[config.mk]
export PLATFORM = sky130hd
export DESIGN_NAME = quaternion_to_euler_angles
export DESIGN_NICKNAME = d
export VERILOG_FILES = /design/src/sv/qte_pkg.sv /design/src/sv/qte_datapath.sv /design/src/sv/qte_ctrl.sv /design/src/sv/quaternion_to_euler_angles.sv
export VERILOG_INCLUDE_DIRS = /design/src /design/src/sv
export SDC_FILE = /design/constraint.sdc
export NUM_CORES = 2
export LEC_CHECK = 0
export ABC_AREA = 0
export BUFFER_PORTS_ARGS = -buffer_cell sky130_fd_sc_hd__buf_2
export CORE_MARGIN = 2
export CORE_UTILIZATION = 30
export DETAILED_ROUTE_END_ITERATION = 10
export PLACE_DENSITY = 0.44
export SETUP_SLACK_MARGIN = 0.02
export SYNTH_ARGS = -nofsm -noshare
export SYNTH_HDL_FRONTEND = slang
export SYNTH_HIERARCHICAL = 1
export SYNTH_SLANG_ARGS = --single-unit
[constraint.sdc]
create_clock -name clk -period 34.7 [get_ports clk]
set_input_delay 8.675 -clock clk [delete_from_list [all_inputs] [get_ports clk]]
set_output_delay 8.675 -clock clk [all_outputs]
set_load 0.005 [all_outputs]
[src/sv/assert_macros.svh]
// Assertion macros used by qte_ctrl.
`ifndef ASSERT_MACROS_SVH
`define ASSERT_MACROS_SVH

`ifndef SYNTHESIS
`define ASSERT_IMPLIES(label, clk, rst_n, ante, cons) \
    label: assert property (@(posedge clk) disable iff (!rst_n) (ante) |-> (cons)) \
        else $error("assertion failed: %m");
`define ASSERT_NEXT(label, clk, rst_n, ante, cons) \
    label: assert property (@(posedge clk) disable iff (!rst_n) (ante) |=> (cons)) \
        else $error("assertion failed: %m");
`else
`define ASSERT_IMPLIES(label, clk, rst_n, ante, cons)
`define ASSERT_NEXT(label, clk, rst_n, ante, cons)
`endif

`endif

[src/sv/qte_pkg.sv]
package qte_pkg;

    typedef enum logic [1:0] {
        Q_W = 2'd0,
        Q_X = 2'd1,
        Q_Y = 2'd2,
        Q_Z = 2'd3
    } quat_sel_t;

    typedef enum logic [1:0] {
        ACC_LOAD = 2'd0,
        ACC_ADD  = 2'd1,
        ACC_SUB  = 2'd2
    } acc_mode_t;

    typedef enum logic {
        ACC_A = 1'b0,
        ACC_B = 1'b1
    } acc_dst_t;

    typedef enum logic {
        SRC_PITCH = 1'b0,
        SRC_EULER = 1'b1
    } atan_src_t;

    typedef struct packed {
        logic      load_in;
        quat_sel_t mul_a_sel;
        quat_sel_t mul_b_sel;
        logic      acc_en;
        acc_dst_t  acc_dst;
        acc_mode_t acc_mode;
        logic      s_load;
        logic      sq_load;
        logic      root_init;
        logic      root_step;
        logic      atan_init;
        atan_src_t atan_src;
        logic      atan_step;
        logic      pitch_store;
        logic      yaw_store;
        logic      roll_store;
        logic      roll_hold;
        logic      out_load;
    } qte_cmd_t;

    typedef struct packed {
        logic root_done;
        logic atan_done;
        logic pole_ok;
    } qte_status_t;

    localparam logic [13:0] MARGIN_RESET = 14'd410;

    function automatic logic [23:0] atan_q24(input logic [4:0] idx);
        logic [23:0] v;
        case (idx)
            5'd0:    v = 24'd13176795;
            5'd1:    v = 24'd7778716;
            5'd2:    v = 24'd4110060;
            5'd3:    v = 24'd2086331;
            5'd4:    v = 24'd1047214;
            5'd5:    v = 24'd524117;
            5'd6:    v = 24'd262123;
            5'd7:    v = 24'd131069;
            5'd8:    v = 24'd65536;
            5'd9:    v = 24'd32768;
            5'd10:   v = 24'd16384;
            5'd11:   v = 24'd8192;
            5'd12:   v = 24'd4096;
            5'd13:   v = 24'd2048;
            5'd14:   v = 24'd1024;
            5'd15:   v = 24'd512;
            5'd16:   v = 24'd256;
            5'd17:   v = 24'd128;
            5'd18:   v = 24'd64;
            5'd19:   v = 24'd32;
            5'd20:   v = 24'd16;
            5'd21:   v = 24'd8;
            5'd22:   v = 24'd4;
            5'd23:   v = 24'd2;
            default: v = 24'd0;
        endcase
        return v;
    endfunction

endpackage

[src/sv/qte_datapath.sv]
module qte_datapath
    import qte_pkg::*;
#(
    parameter int CORDIC_STEPS = 16
)
(
    input  logic               clk,
    input  logic               rst_n,
    input  logic               cfg_write,
    input  logic [13:0]        cfg_data,
    input  logic signed [15:0] quat_w,
    input  logic signed [15:0] quat_x,
    input  logic signed [15:0] quat_y,
    input  logic signed [15:0] quat_z,
    input  qte_cmd_t           cmd,
    output qte_status_t        status,
    output logic signed [15:0] roll,
    output logic signed [14:0] pitch,
    output logic signed [15:0] yaw,
    output logic               roll_held
);

    localparam int IW = $clog2(CORDIC_STEPS);
    localparam int CW = 36;
    localparam logic signed [CW-1:0] ONE_Q28 = 36'sd268435456;
    localparam logic signed [27:0] HALF_PI_Q24 = 28'sd26353589;
    localparam logic signed [16:0] LIM_HALF = 17'sd12868;
    localparam logic signed [16:0] LIM_FULL = 17'sd25736;
    localparam logic [56:0] ONE_Q56 = 57'h100000000000000;

    logic [13:0]        margin_reg;
    logic signed [15:0] qw_reg, qx_reg, qy_reg, qz_reg;
    logic signed [32:0] acc_a_reg, acc_b_reg;
    logic signed [29:0] s_reg;
    logic [56:0]        sq_reg;
    logic [56:0]        n_reg, bit_reg;
    logic [57:0]        r_reg;
    logic signed [CW-1:0] x_reg, y_reg;
    logic signed [27:0] z_reg;
    logic [IW-1:0]      it_reg;
    logic               zero_reg;
    logic signed [14:0] pitch_reg;
    logic signed [15:0] yaw_reg, roll_reg, last_roll_reg;
    logic               held_reg;
    logic signed [15:0] roll_out_reg, yaw_out_reg;
    logic signed [14:0] pitch_out_reg;
    logic               held_out_reg;

    logic signed [15:0] mul_a, mul_b;
    logic signed [31:0] prod;
    logic signed [32:0] prod_ext, acc_cur, acc_next;
    logic signed [33:0] s_dbl;
    logic signed [29:0] s_next;
    logic signed [59:0] sq_full;
    logic [57:0]        trial;
    logic signed [CW-1:0] xi, yi, xs, ys;
    logic signed [27:0] atan_ext, z_round;
    logic signed [16:0] angle, thr, pitch_ext;

    function automatic logic signed [15:0] pick(input quat_sel_t sel,
                                                input logic signed [15:0] w,
                                                input logic signed [15:0] x,
                                                input logic signed [15:0] y,
                                                input logic signed [15:0] z);
        logic signed [15:0] v;
        case (sel)
            Q_W:     v = w;
            Q_X:     v = x;
            Q_Y:     v = y;
            default: v = z;
        endcase
        return v;
    endfunction

    function automatic logic signed [16:0] to_q13(input logic signed [27:0] zv,
                                                  input logic signed [16:0] lim);
        logic signed [27:0] t;
        logic signed [16:0] r;
        t = zv + 28'sd1024;
        r = t[27:11];
        if (r > lim)
        begin
            r = lim;
        end
        else if (r < -lim)
        begin
            r = -lim;
        end
        return r;
    endfunction

    always_comb
    begin
        mul_a    = pick(cmd.mul_a_sel, qw_reg, qx_reg, qy_reg, qz_reg);
        mul_b    = pick(cmd.mul_b_sel, qw_reg, qx_reg, qy_reg, qz_reg);
        prod     = mul_a * mul_b;
        prod_ext = {prod[31], prod};
        acc_cur  = (cmd.acc_dst == ACC_A) ? acc_a_reg : acc_b_reg;
        case (cmd.acc_mode)
            ACC_ADD: acc_next = acc_cur + prod_ext;
            ACC_SUB: acc_next = acc_cur - prod_ext;
            default: acc_next = prod_ext;
        endcase
    end

    always_comb
    begin
        s_dbl = {acc_a_reg, 1'b0};
        if (s_dbl > 34'sd268435456)
        begin
            s_next = 30'sd268435456;
        end
        else if (s_dbl < -34'sd268435456)
        begin
            s_next = -30'sd268435456;
        end
        else
        begin
            s_next = s_dbl[29:0];
        end
        sq_full = s_reg * s_reg;
        trial   = r_reg + {1'b0, bit_reg};
    end

    always_comb
    begin
        if (cmd.atan_src == SRC_PITCH)
        begin
            yi = {{6{s_reg[29]}}, s_reg};
            xi = {7'd0, r_reg[28:0]};
        end
        else
        begin
            yi = {{2{acc_a_reg[32]}}, acc_a_reg, 1'b0};
            xi = ONE_Q28 - {{2{acc_b_reg[32]}}, acc_b_reg, 1'b0};
        end
        xs       = x_reg >>> it_reg;
        ys       = y_reg >>> it_reg;
        atan_ext = {4'd0, atan_q24(5'(it_reg))};
        z_round  = zero_reg ? 28'sd0 : z_reg;
    end

    always_comb
    begin
        angle     = to_q13(z_round, cmd.pitch_store ? LIM_HALF : LIM_FULL);
        thr       = LIM_HALF - $signed({3'd0, margin_reg});
        pitch_ext = {{2{pitch_reg[14]}}, pitch_reg};
    end

    assign status.root_done = (bit_reg == 57'd1);
    assign status.atan_done = (it_reg == IW'(CORDIC_STEPS - 1));
    assign status.pole_ok   = (pitch_ext < thr) && (pitch_ext > -thr);

    always_ff @(posedge clk or negedge rst_n)
    begin
        if (!rst_n)
        begin
            margin_reg    <= MARGIN_RESET;
            last_roll_reg <= '0;
        end
        else
        begin
            if (cfg_write)
            begin
                margin_reg <= cfg_data;
            end
            if (cmd.roll_store)
            begin
                last_roll_reg <= angle[15:0];
            end
        end
    end

    always_ff @(posedge clk)
    begin
        if (cmd.load_in)
        begin
            qw_reg <= quat_w;
            qx_reg <= quat_x;
            qy_reg <= quat_y;
            qz_reg <= quat_z;
        end
        if (cmd.acc_en && cmd.acc_dst == ACC_A)
        begin
            acc_a_reg <= acc_next;
        end
        if (cmd.acc_en && cmd.acc_dst == ACC_B)
        begin
            acc_b_reg <= acc_next;
        end
        if (cmd.s_load)
        begin
            s_reg <= s_next;
        end
        if (cmd.sq_load)
        begin
            sq_reg <= sq_full[56:0];
        end
        if (cmd.root_init)
        begin
            n_reg   <= ONE_Q56 - sq_reg;
            r_reg   <= '0;
            bit_reg <= ONE_Q56;
        end
        else if (cmd.root_step)
        begin
            if ({1'b0, n_reg} >= trial)
            begin
                n_reg <= n_reg - trial[56:0];
                r_reg <= (r_reg >> 1) + {1'b0, bit_reg};
            end
            else
            begin
                r_reg <= r_reg >> 1;
            end
            bit_reg <= bit_reg >> 2;
        end
        if (cmd.atan_init)
        begin
            it_reg   <= '0;
            zero_reg <= (xi == '0) && (yi == '0);
            if (xi < 0)
            begin
                if (yi >= 0)
                begin
                    x_reg <= yi;
                    y_reg <= -xi;
                    z_reg <= HALF_PI_Q24;
                end
                else
                begin
                    x_reg <= -yi;
                    y_reg <= xi;
                    z_reg <= -HALF_PI_Q24;
                end
            end
            else
            begin
                x_reg <= xi;
                y_reg <= yi;
                z_reg <= '0;
            end
        end
        else if (cmd.atan_step)
        begin
            it_reg <= it_reg + 1'b1;
            if (y_reg > 0)
            begin
                x_reg <= x_reg + ys;
                y_reg <= y_reg - xs;
                z_reg <= z_reg + atan_ext;
            end
            else
            begin
                x_reg <= x_reg - ys;
                y_reg <= y_reg + xs;
                z_reg <= z_reg - atan_ext;
            end
        end
        if (cmd.pitch_store)
        begin
            pitch_reg <= angle[14:0];
        end
        if (cmd.yaw_store)
        begin
            yaw_reg <= angle[15:0];
        end
        if (cmd.roll_store)
        begin
            roll_reg <= angle[15:0];
            held_reg <= 1'b0;
        end
        else if (cmd.roll_hold)
        begin
            roll_reg <= last_roll_reg;
            held_reg <= 1'b1;
        end
        if (cmd.out_load)
        begin
            roll_out_reg  <= roll_reg;
            pitch_out_reg <= pitch_reg;
            yaw_out_reg   <= yaw_reg;
            held_out_reg  <= held_reg;
        end
    end

    assign roll      = roll_out_reg;
    assign pitch     = pitch_out_reg;
    assign yaw       = yaw_out_reg;
    assign roll_held = held_out_reg;

endmodule

[src/sv/qte_ctrl.sv]
`include "assert_macros.svh"

module qte_ctrl
    import qte_pkg::*;
(
    input  logic        clk,
    input  logic        rst_n,
    input  logic        in_valid,
    output logic        in_stall,
    output logic        out_valid,
    input  logic        out_stall,
    input  qte_status_t status,
    output qte_cmd_t    cmd
);

    typedef enum logic [25:0] {
        ST_IDLE        = 26'h0000001,
        ST_P_MUL0      = 26'h0000002,
        ST_P_MUL1      = 26'h0000004,
        ST_P_CLAMP     = 26'h0000008,
        ST_P_SQUARE    = 26'h0000010,
        ST_P_ROOT_INIT = 26'h0000020,
        ST_P_ROOT      = 26'h0000040,
        ST_P_ATAN_INIT = 26'h0000080,
        ST_P_ATAN      = 26'h0000100,
        ST_P_STORE     = 26'h0000200,
        ST_Y_MUL0      = 26'h0000400,
        ST_Y_MUL1      = 26'h0000800,
        ST_Y_MUL2      = 26'h0001000,
        ST_Y_MUL3      = 26'h0002000,
        ST_Y_ATAN_INIT = 26'h0004000,
        ST_Y_ATAN      = 26'h0008000,
        ST_Y_STORE     = 26'h0010000,
        ST_R_MUL0      = 26'h0020000,
        ST_R_MUL1      = 26'h0040000,
        ST_R_MUL2      = 26'h0080000,
        ST_R_MUL3      = 26'h0100000,
        ST_R_ATAN_INIT = 26'h0200000,
        ST_R_ATAN      = 26'h0400000,
        ST_R_STORE     = 26'h0800000,
        ST_R_HOLD      = 26'h1000000,
        ST_FINISH      = 26'h2000000
    } state_t;

    state_t state_reg, state_next;
    logic   out_valid_reg, out_valid_next;

    always_comb
    begin
        state_next    = state_reg;
        cmd           = '0;
        cmd.mul_a_sel = Q_W;
        cmd.mul_b_sel = Q_W;
        cmd.acc_dst   = ACC_A;
        cmd.acc_mode  = ACC_LOAD;
        cmd.atan_src  = SRC_EULER;
        unique case (state_reg)
            ST_IDLE:
            begin
                if (in_valid)
                begin
                    cmd.load_in = 1'b1;
                    state_next  = ST_P_MUL0;
                end
            end
            ST_P_MUL0:
            begin
                cmd.acc_en    = 1'b1;
                cmd.mul_a_sel = Q_W;
                cmd.mul_b_sel = Q_Y;
                state_next    = ST_P_MUL1;
            end
            ST_P_MUL1:
            begin
                cmd.acc_en    = 1'b1;
                cmd.acc_mode  = ACC_SUB;
                cmd.mul_a_sel = Q_X;
                cmd.mul_b_sel = Q_Z;
                state_next    = ST_P_CLAMP;
            end
            ST_P_CLAMP:
            begin
                cmd.s_load = 1'b1;
                state_next = ST_P_SQUARE;
            end
            ST_P_SQUARE:
            begin
                cmd.sq_load = 1'b1;
                state_next  = ST_P_ROOT_INIT;
            end
            ST_P_ROOT_INIT:
            begin
                cmd.root_init = 1'b1;
                state_next    = ST_P_ROOT;
            end
            ST_P_ROOT:
            begin
                cmd.root_step = 1'b1;
                if (status.root_done)
                begin
                    state_next = ST_P_ATAN_INIT;
                end
            end
            ST_P_ATAN_INIT:
            begin
                cmd.atan_init = 1'b1;
                cmd.atan_src  = SRC_PITCH;
                state_next    = ST_P_ATAN;
            end
            ST_P_ATAN:
            begin
                cmd.atan_step = 1'b1;
                if (status.atan_done)
                begin
                    state_next = ST_P_STORE;
                end
            end
            ST_P_STORE:
            begin
                cmd.pitch_store = 1'b1;
                state_next      = ST_Y_MUL0;
            end
            ST_Y_MUL0:
            begin
                cmd.acc_en    = 1'b1;
                cmd.mul_a_sel = Q_X;
                cmd.mul_b_sel = Q_Y;
                state_next    = ST_Y_MUL1;
            end
            ST_Y_MUL1:
            begin
                cmd.acc_en    = 1'b1;
                cmd.acc_mode  = ACC_ADD;
                cmd.mul_a_sel = Q_W;
                cmd.mul_b_sel = Q_Z;
                state_next    = ST_Y_MUL2;
            end
            ST_Y_MUL2:
            begin
                cmd.acc_en    = 1'b1;
                cmd.acc_dst   = ACC_B;
                cmd.mul_a_sel = Q_Y;
                cmd.mul_b_sel = Q_Y;
                state_next    = ST_Y_MUL3;
            end
            ST_Y_MUL3:
            begin
                cmd.acc_en    = 1'b1;
                cmd.acc_dst   = ACC_B;
                cmd.acc_mode  = ACC_ADD;
                cmd.mul_a_sel = Q_Z;
                cmd.mul_b_sel = Q_Z;
                state_next    = ST_Y_ATAN_INIT;
            end
            ST_Y_ATAN_INIT:
            begin
                cmd.atan_init = 1'b1;
                state_next    = ST_Y_ATAN;
            end
            ST_Y_ATAN:
            begin
                cmd.atan_step = 1'b1;
                if (status.atan_done)
                begin
                    state_next = ST_Y_STORE;
                end
            end
            ST_Y_STORE:
            begin
                cmd.yaw_store = 1'b1;
                state_next    = status.pole_ok ? ST_R_MUL0 : ST_R_HOLD;
            end
            ST_R_MUL0:
            begin
                cmd.acc_en    = 1'b1;
                cmd.mul_a_sel = Q_Y;
                cmd.mul_b_sel = Q_Z;
                state_next    = ST_R_MUL1;
            end
            ST_R_MUL1:
            begin
                cmd.acc_en    = 1'b1;
                cmd.acc_mode  = ACC_ADD;
                cmd.mul_a_sel = Q_W;
                cmd.mul_b_sel = Q_X;
                state_next    = ST_R_MUL2;
            end
            ST_R_MUL2:
            begin
                cmd.acc_en    = 1'b1;
                cmd.acc_dst   = ACC_B;
                cmd.mul_a_sel = Q_X;
                cmd.mul_b_sel = Q_X;
                state_next    = ST_R_MUL3;
            end
            ST_R_MUL3:
            begin
                cmd.acc_en    = 1'b1;
                cmd.acc_dst   = ACC_B;
                cmd.acc_mode  = ACC_ADD;
                cmd.mul_a_sel = Q_Y;
                cmd.mul_b_sel = Q_Y;
                state_next    = ST_R_ATAN_INIT;
            end
            ST_R_ATAN_INIT:
            begin
                cmd.atan_init = 1'b1;
                state_next    = ST_R_ATAN;
            end
            ST_R_ATAN:
            begin
                cmd.atan_step = 1'b1;
                if (status.atan_done)
                begin
                    state_next = ST_R_STORE;
                end
            end
            ST_R_STORE:
            begin
                cmd.roll_store = 1'b1;
                state_next     = ST_FINISH;
            end
            ST_R_HOLD:
            begin
                cmd.roll_hold = 1'b1;
                state_next    = ST_FINISH;
            end
            ST_FINISH:
            begin
                if (!out_valid_reg || !out_stall)
                begin
                    cmd.out_load = 1'b1;
                    state_next   = ST_IDLE;
                end
            end
            default:
            begin
                state_next = ST_IDLE;
            end
        endcase
    end

    always_comb
    begin
        out_valid_next = out_valid_reg;
        if (cmd.out_load)
        begin
            out_valid_next = 1'b1;
        end
        else if (out_valid_reg && !out_stall)
        begin
            out_valid_next = 1'b0;
        end
    end

    always_ff @(posedge clk or negedge rst_n)
    begin
        if (!rst_n)
        begin
            state_reg     <= ST_IDLE;
            out_valid_reg <= 1'b0;
        end
        else
        begin
            state_reg     <= state_next;
            out_valid_reg <= out_valid_next;
        end
    end

    assign in_stall  = (state_reg != ST_IDLE);
    assign out_valid = out_valid_reg;

    `ASSERT_IMPLIES(a_no_overwrite, clk, rst_n, cmd.out_load, !out_valid_reg || !out_stall)
    `ASSERT_NEXT(a_accept_starts, clk, rst_n, in_valid && !in_stall, state_reg == ST_P_MUL0)
    `ASSERT_NEXT(a_pole_hold, clk, rst_n, state_reg == ST_Y_STORE && !status.pole_ok, state_reg == ST_R_HOLD)

endmodule

[src/sv/quaternion_to_euler_angles.sv]
// Converts one attitude quaternion (w, x, y, z in signed Q2.14) per beat into roll, pitch
// and yaw in signed radians (roll and yaw Q3.13, pitch Q2.13), with a one-beat output
// register. Items are handled one at a time. When the pitch lies within the configured
// margin (margin_reg) of a pole, the previous roll is repeated with roll_held set. The
// datapath uses one shared 16 x 16 multiplier, a 29-step square root for the asin argument
// and a single CORDIC unit that evaluates the pitch, yaw and (unless held) roll arctangents
// in turn. The next item is taken once the current result has moved into the output
// register.
module quaternion_to_euler_angles
    import qte_pkg::*;
#(
    parameter int CORDIC_STEPS = 16
)
(
    input  logic               clk,
    input  logic               rst_n,
    input  logic               cfg_write,
    input  logic [13:0]        cfg_data,
    input  logic               in_valid,
    output logic               in_stall,
    input  logic signed [15:0] quat_w,
    input  logic signed [15:0] quat_x,
    input  logic signed [15:0] quat_y,
    input  logic signed [15:0] quat_z,
    output logic               out_valid,
    input  logic               out_stall,
    output logic signed [15:0] roll,
    output logic signed [14:0] pitch,
    output logic signed [15:0] yaw,
    output logic               roll_held
);

    qte_cmd_t    cmd;
    qte_status_t status;

    qte_ctrl u_ctrl (
        .clk       (clk),
        .rst_n     (rst_n),
        .in_valid  (in_valid),
        .in_stall  (in_stall),
        .out_valid (out_valid),
        .out_stall (out_stall),
        .status    (status),
        .cmd       (cmd)
    );

    qte_datapath #(
        .CORDIC_STEPS (CORDIC_STEPS)
    ) u_datapath (
        .clk       (clk),
        .rst_n     (rst_n),
        .cfg_write (cfg_write),
        .cfg_data  (cfg_data),
        .quat_w    (quat_w),
        .quat_x    (quat_x),
        .quat_y    (quat_y),
        .quat_z    (quat_z),
        .cmd       (cmd),
        .status    (status),
        .roll      (roll),
        .pitch     (pitch),
        .yaw       (yaw),
        .roll_held (roll_held)
    );

endmodule

==> reports/qor.csv <==
metric,value,unit
run_status,"finished, final reports clean",
place.gp.congestion,0.8777,
async_flop_share,8.934,%
place_ws,20.93,ns
core_area,0.2852,mm2
ios,133,
worst_path_max_delay_cell,a211oi_1,
dp_hpwl,216200,um
synth_edf_count,466,
cts_setup_buffers,0,
cts_tree,built,
firstDrtPassIters,6,
die_x,539.5,um
cts_resized,0,
hp-class,flip-flop to flip-flop,
cpMostUsedCell,fa_1,
cts_root_buf,clkbuf_16,
max_freq,72.39,MHz
setup_slack,20.89,ns
syn_area,0.08603,mm2
grt_pass1_wl,417400,um
cp_top_family,simple AND/OR/NAND/NOR gates,
yosysTopAreaCell,fa_1,
grt_max_degree,149,
largest_reg_flops,58,
synth_top_area_share,25.04,%
drt_iter0_markers,4098,
crit_buf_inv,5,
grt_overflow_total,0,
start_util,30.16,%
cts_hold_buf,0,
drive_gt1_share,7.903,%
synth_area_leaders,"fa_1, edfxtp_1, ha_1",
clkTransAtPathRegs,0.06,ns
postRouteAntennaNets,0,
syn_to_final_growth,8.947,%
drcViolationCount,0,
grt_usage,18.53,%
grt_pass1_vias,67150,
synth_nets,10760,
synth.distinct_cells,109,
finalNetCount,10710,
wl,270400,um
yosysMostFrequentCell,inv_1,
end_kind,flip-flop,
crit_fanout,17,
fin_tns_setup,0,ns
final.period_utilization,39.81,%
vias,65140,
timing.hold.ws,0.4171,ns
yosysWarnings,6,
row_count,196,
antenna_found_initial,11,
finalCriticalPeriod,13.82,ns
synth_common_cells,"inv_1, fa_1, nand2_1",
final_hold_viol_count,0,
path_class,flip-flop to flip-flop,
clk_latency,0.76,ns
cap_violations,0,
die_y,539.5,um
slowest_delay,0.79,ns
max_slew.worst_pin.slew,1.111,ns
vias_per_cell,5.088,
ys_ff_latch,638,
arrival,14.26,ns
ctsHtreeMaxLevel,3,
clkSinkCount,638,
portBuffers,132,
cts_buffers,87,
drv_slew,0,
synth_top_flop_cell,edfxtp_1,
die_area,0.2911,mm2
clockBufferDepth,3,
finalSetupViolCount,0,
cp-start-kind,flip-flop,
rsz0062_at_grt,false,
avgRoutedWirePerCell,21.12,um
yosysSeqAreaShare,20.61,%
netlist_instances,9011,
required,35.15,ns
slew_headroom,25.94,%
syn_avg_cell_area,9.547,um2
skew,0.04480,ns
## cells by family (layout without fill, tap and decap cells)
family	Yosys count	in the layout	share of synthesized area [%]
multiplexers	348	348	5.980
XOR/XNOR	632	632	6.434
AND/OR/NAND/NOR	2489	2489	14.44
adder cells (fa/ha/maj)	1666	1666	33.62
flip-flops	638	638	20.61
other	0	5	0
AO/OA/AOI/OAI	1585	1585	11.61
buffers and inverters	1653	1676	7.308
## worst reg2reg max path, delay by kind of cell (launching register included)
family	cells	cell delay (ns)
buffers and inverters	5	0.56
flip-flops	1	0.41
AND/OR/NAND/NOR	12	4.09
adder cells (fa/ha/maj)	8	3.53
XOR/XNOR	2	0.32
AO/OA/AOI/OAI	11	3.58
multiplexers	2	1.07
## path summary, 6_finish.rpt
kind	cells past startpoint	endpoint	slack (ns)	from
worst max-delay path	40	u_datapath/acc_a_reg[32]	20.89	u_ctrl/state_reg[13]
worst min-delay path	0	u_datapath/yaw[15]	0.42	u_datapath/yaw_reg[15]
worst max register to register	40	u_datapath/acc_a_reg[32]	20.89	u_ctrl/state_reg[13]
worst min register to register	0	u_datapath/yaw[15]	0.42	u_datapath/yaw_reg[15]
max in group asynchronous	2	u_ctrl/state_reg[2]	26.00	rst_n
min in group asynchronous	2	u_datapath/margin_reg[11]	8.10	rst_n
## layout make-up
cell class / count / area (um2)
clock buffer: 115 / 2396
timing repair buffer: 223 / 1356
sequential: 638 / 17740
inverter: 1292 / 4853
fill: 29320 / 191500
antenna: 5 / 12.51
multi-input combinational: 6720 / 62120
tap: 3762 / 4707
clock inverter: 46 / 544.3
## metal layers
metal / vias up / GRT usage (%) / share of wire (%)
met4: 0 / 4.151 / 2.3
li1: 30280 / - / -
met2: 1408 / 31.43 / 48
met1: 33180 / 25.23 / 45
met3: 273 / 2.063 / 4.3
met5: - / 0 / 0
## stage by stage
step / util (%) / std cells / area [um2]
2_1_floorplan: - / 9011 / 86030
3_3_place_gp: 31.83 / 12640 / 90770
3_5_place_dp: 31.83 / 12640 / 90770
4_1_cts: 32.86 / 12800 / 93710
5_1_grt: 32.86 / 12800 / 93720
6_report: 32.86 / 12800 / 93730
## placed cells by master, fill, tap and decap left out, types with 72 or more instances in the layout
master        n
fa_1       1076
dfxtp_1     111
ha_1        589
mux4_2      123
mux2_2       97
nor2_1      556
xnor2_1     364
buf_2       132
nor2b_1      98
nor3_1      118
edfxtp_1    466
buf_4        90
and2_1      299
inv_1      1285
nand3_1      98
nand2_1     814
a21o_1      159
xor2_1      268
a21oi_1     412
a31oi_1     113
o21ai_0     398
nand2b_1     72
mux2i_1     127
clkbuf_16    90
Power is left out: the tool's default activity adds up to more than one toggle a clock period on the data nets, which glitch-free logic cannot reach.
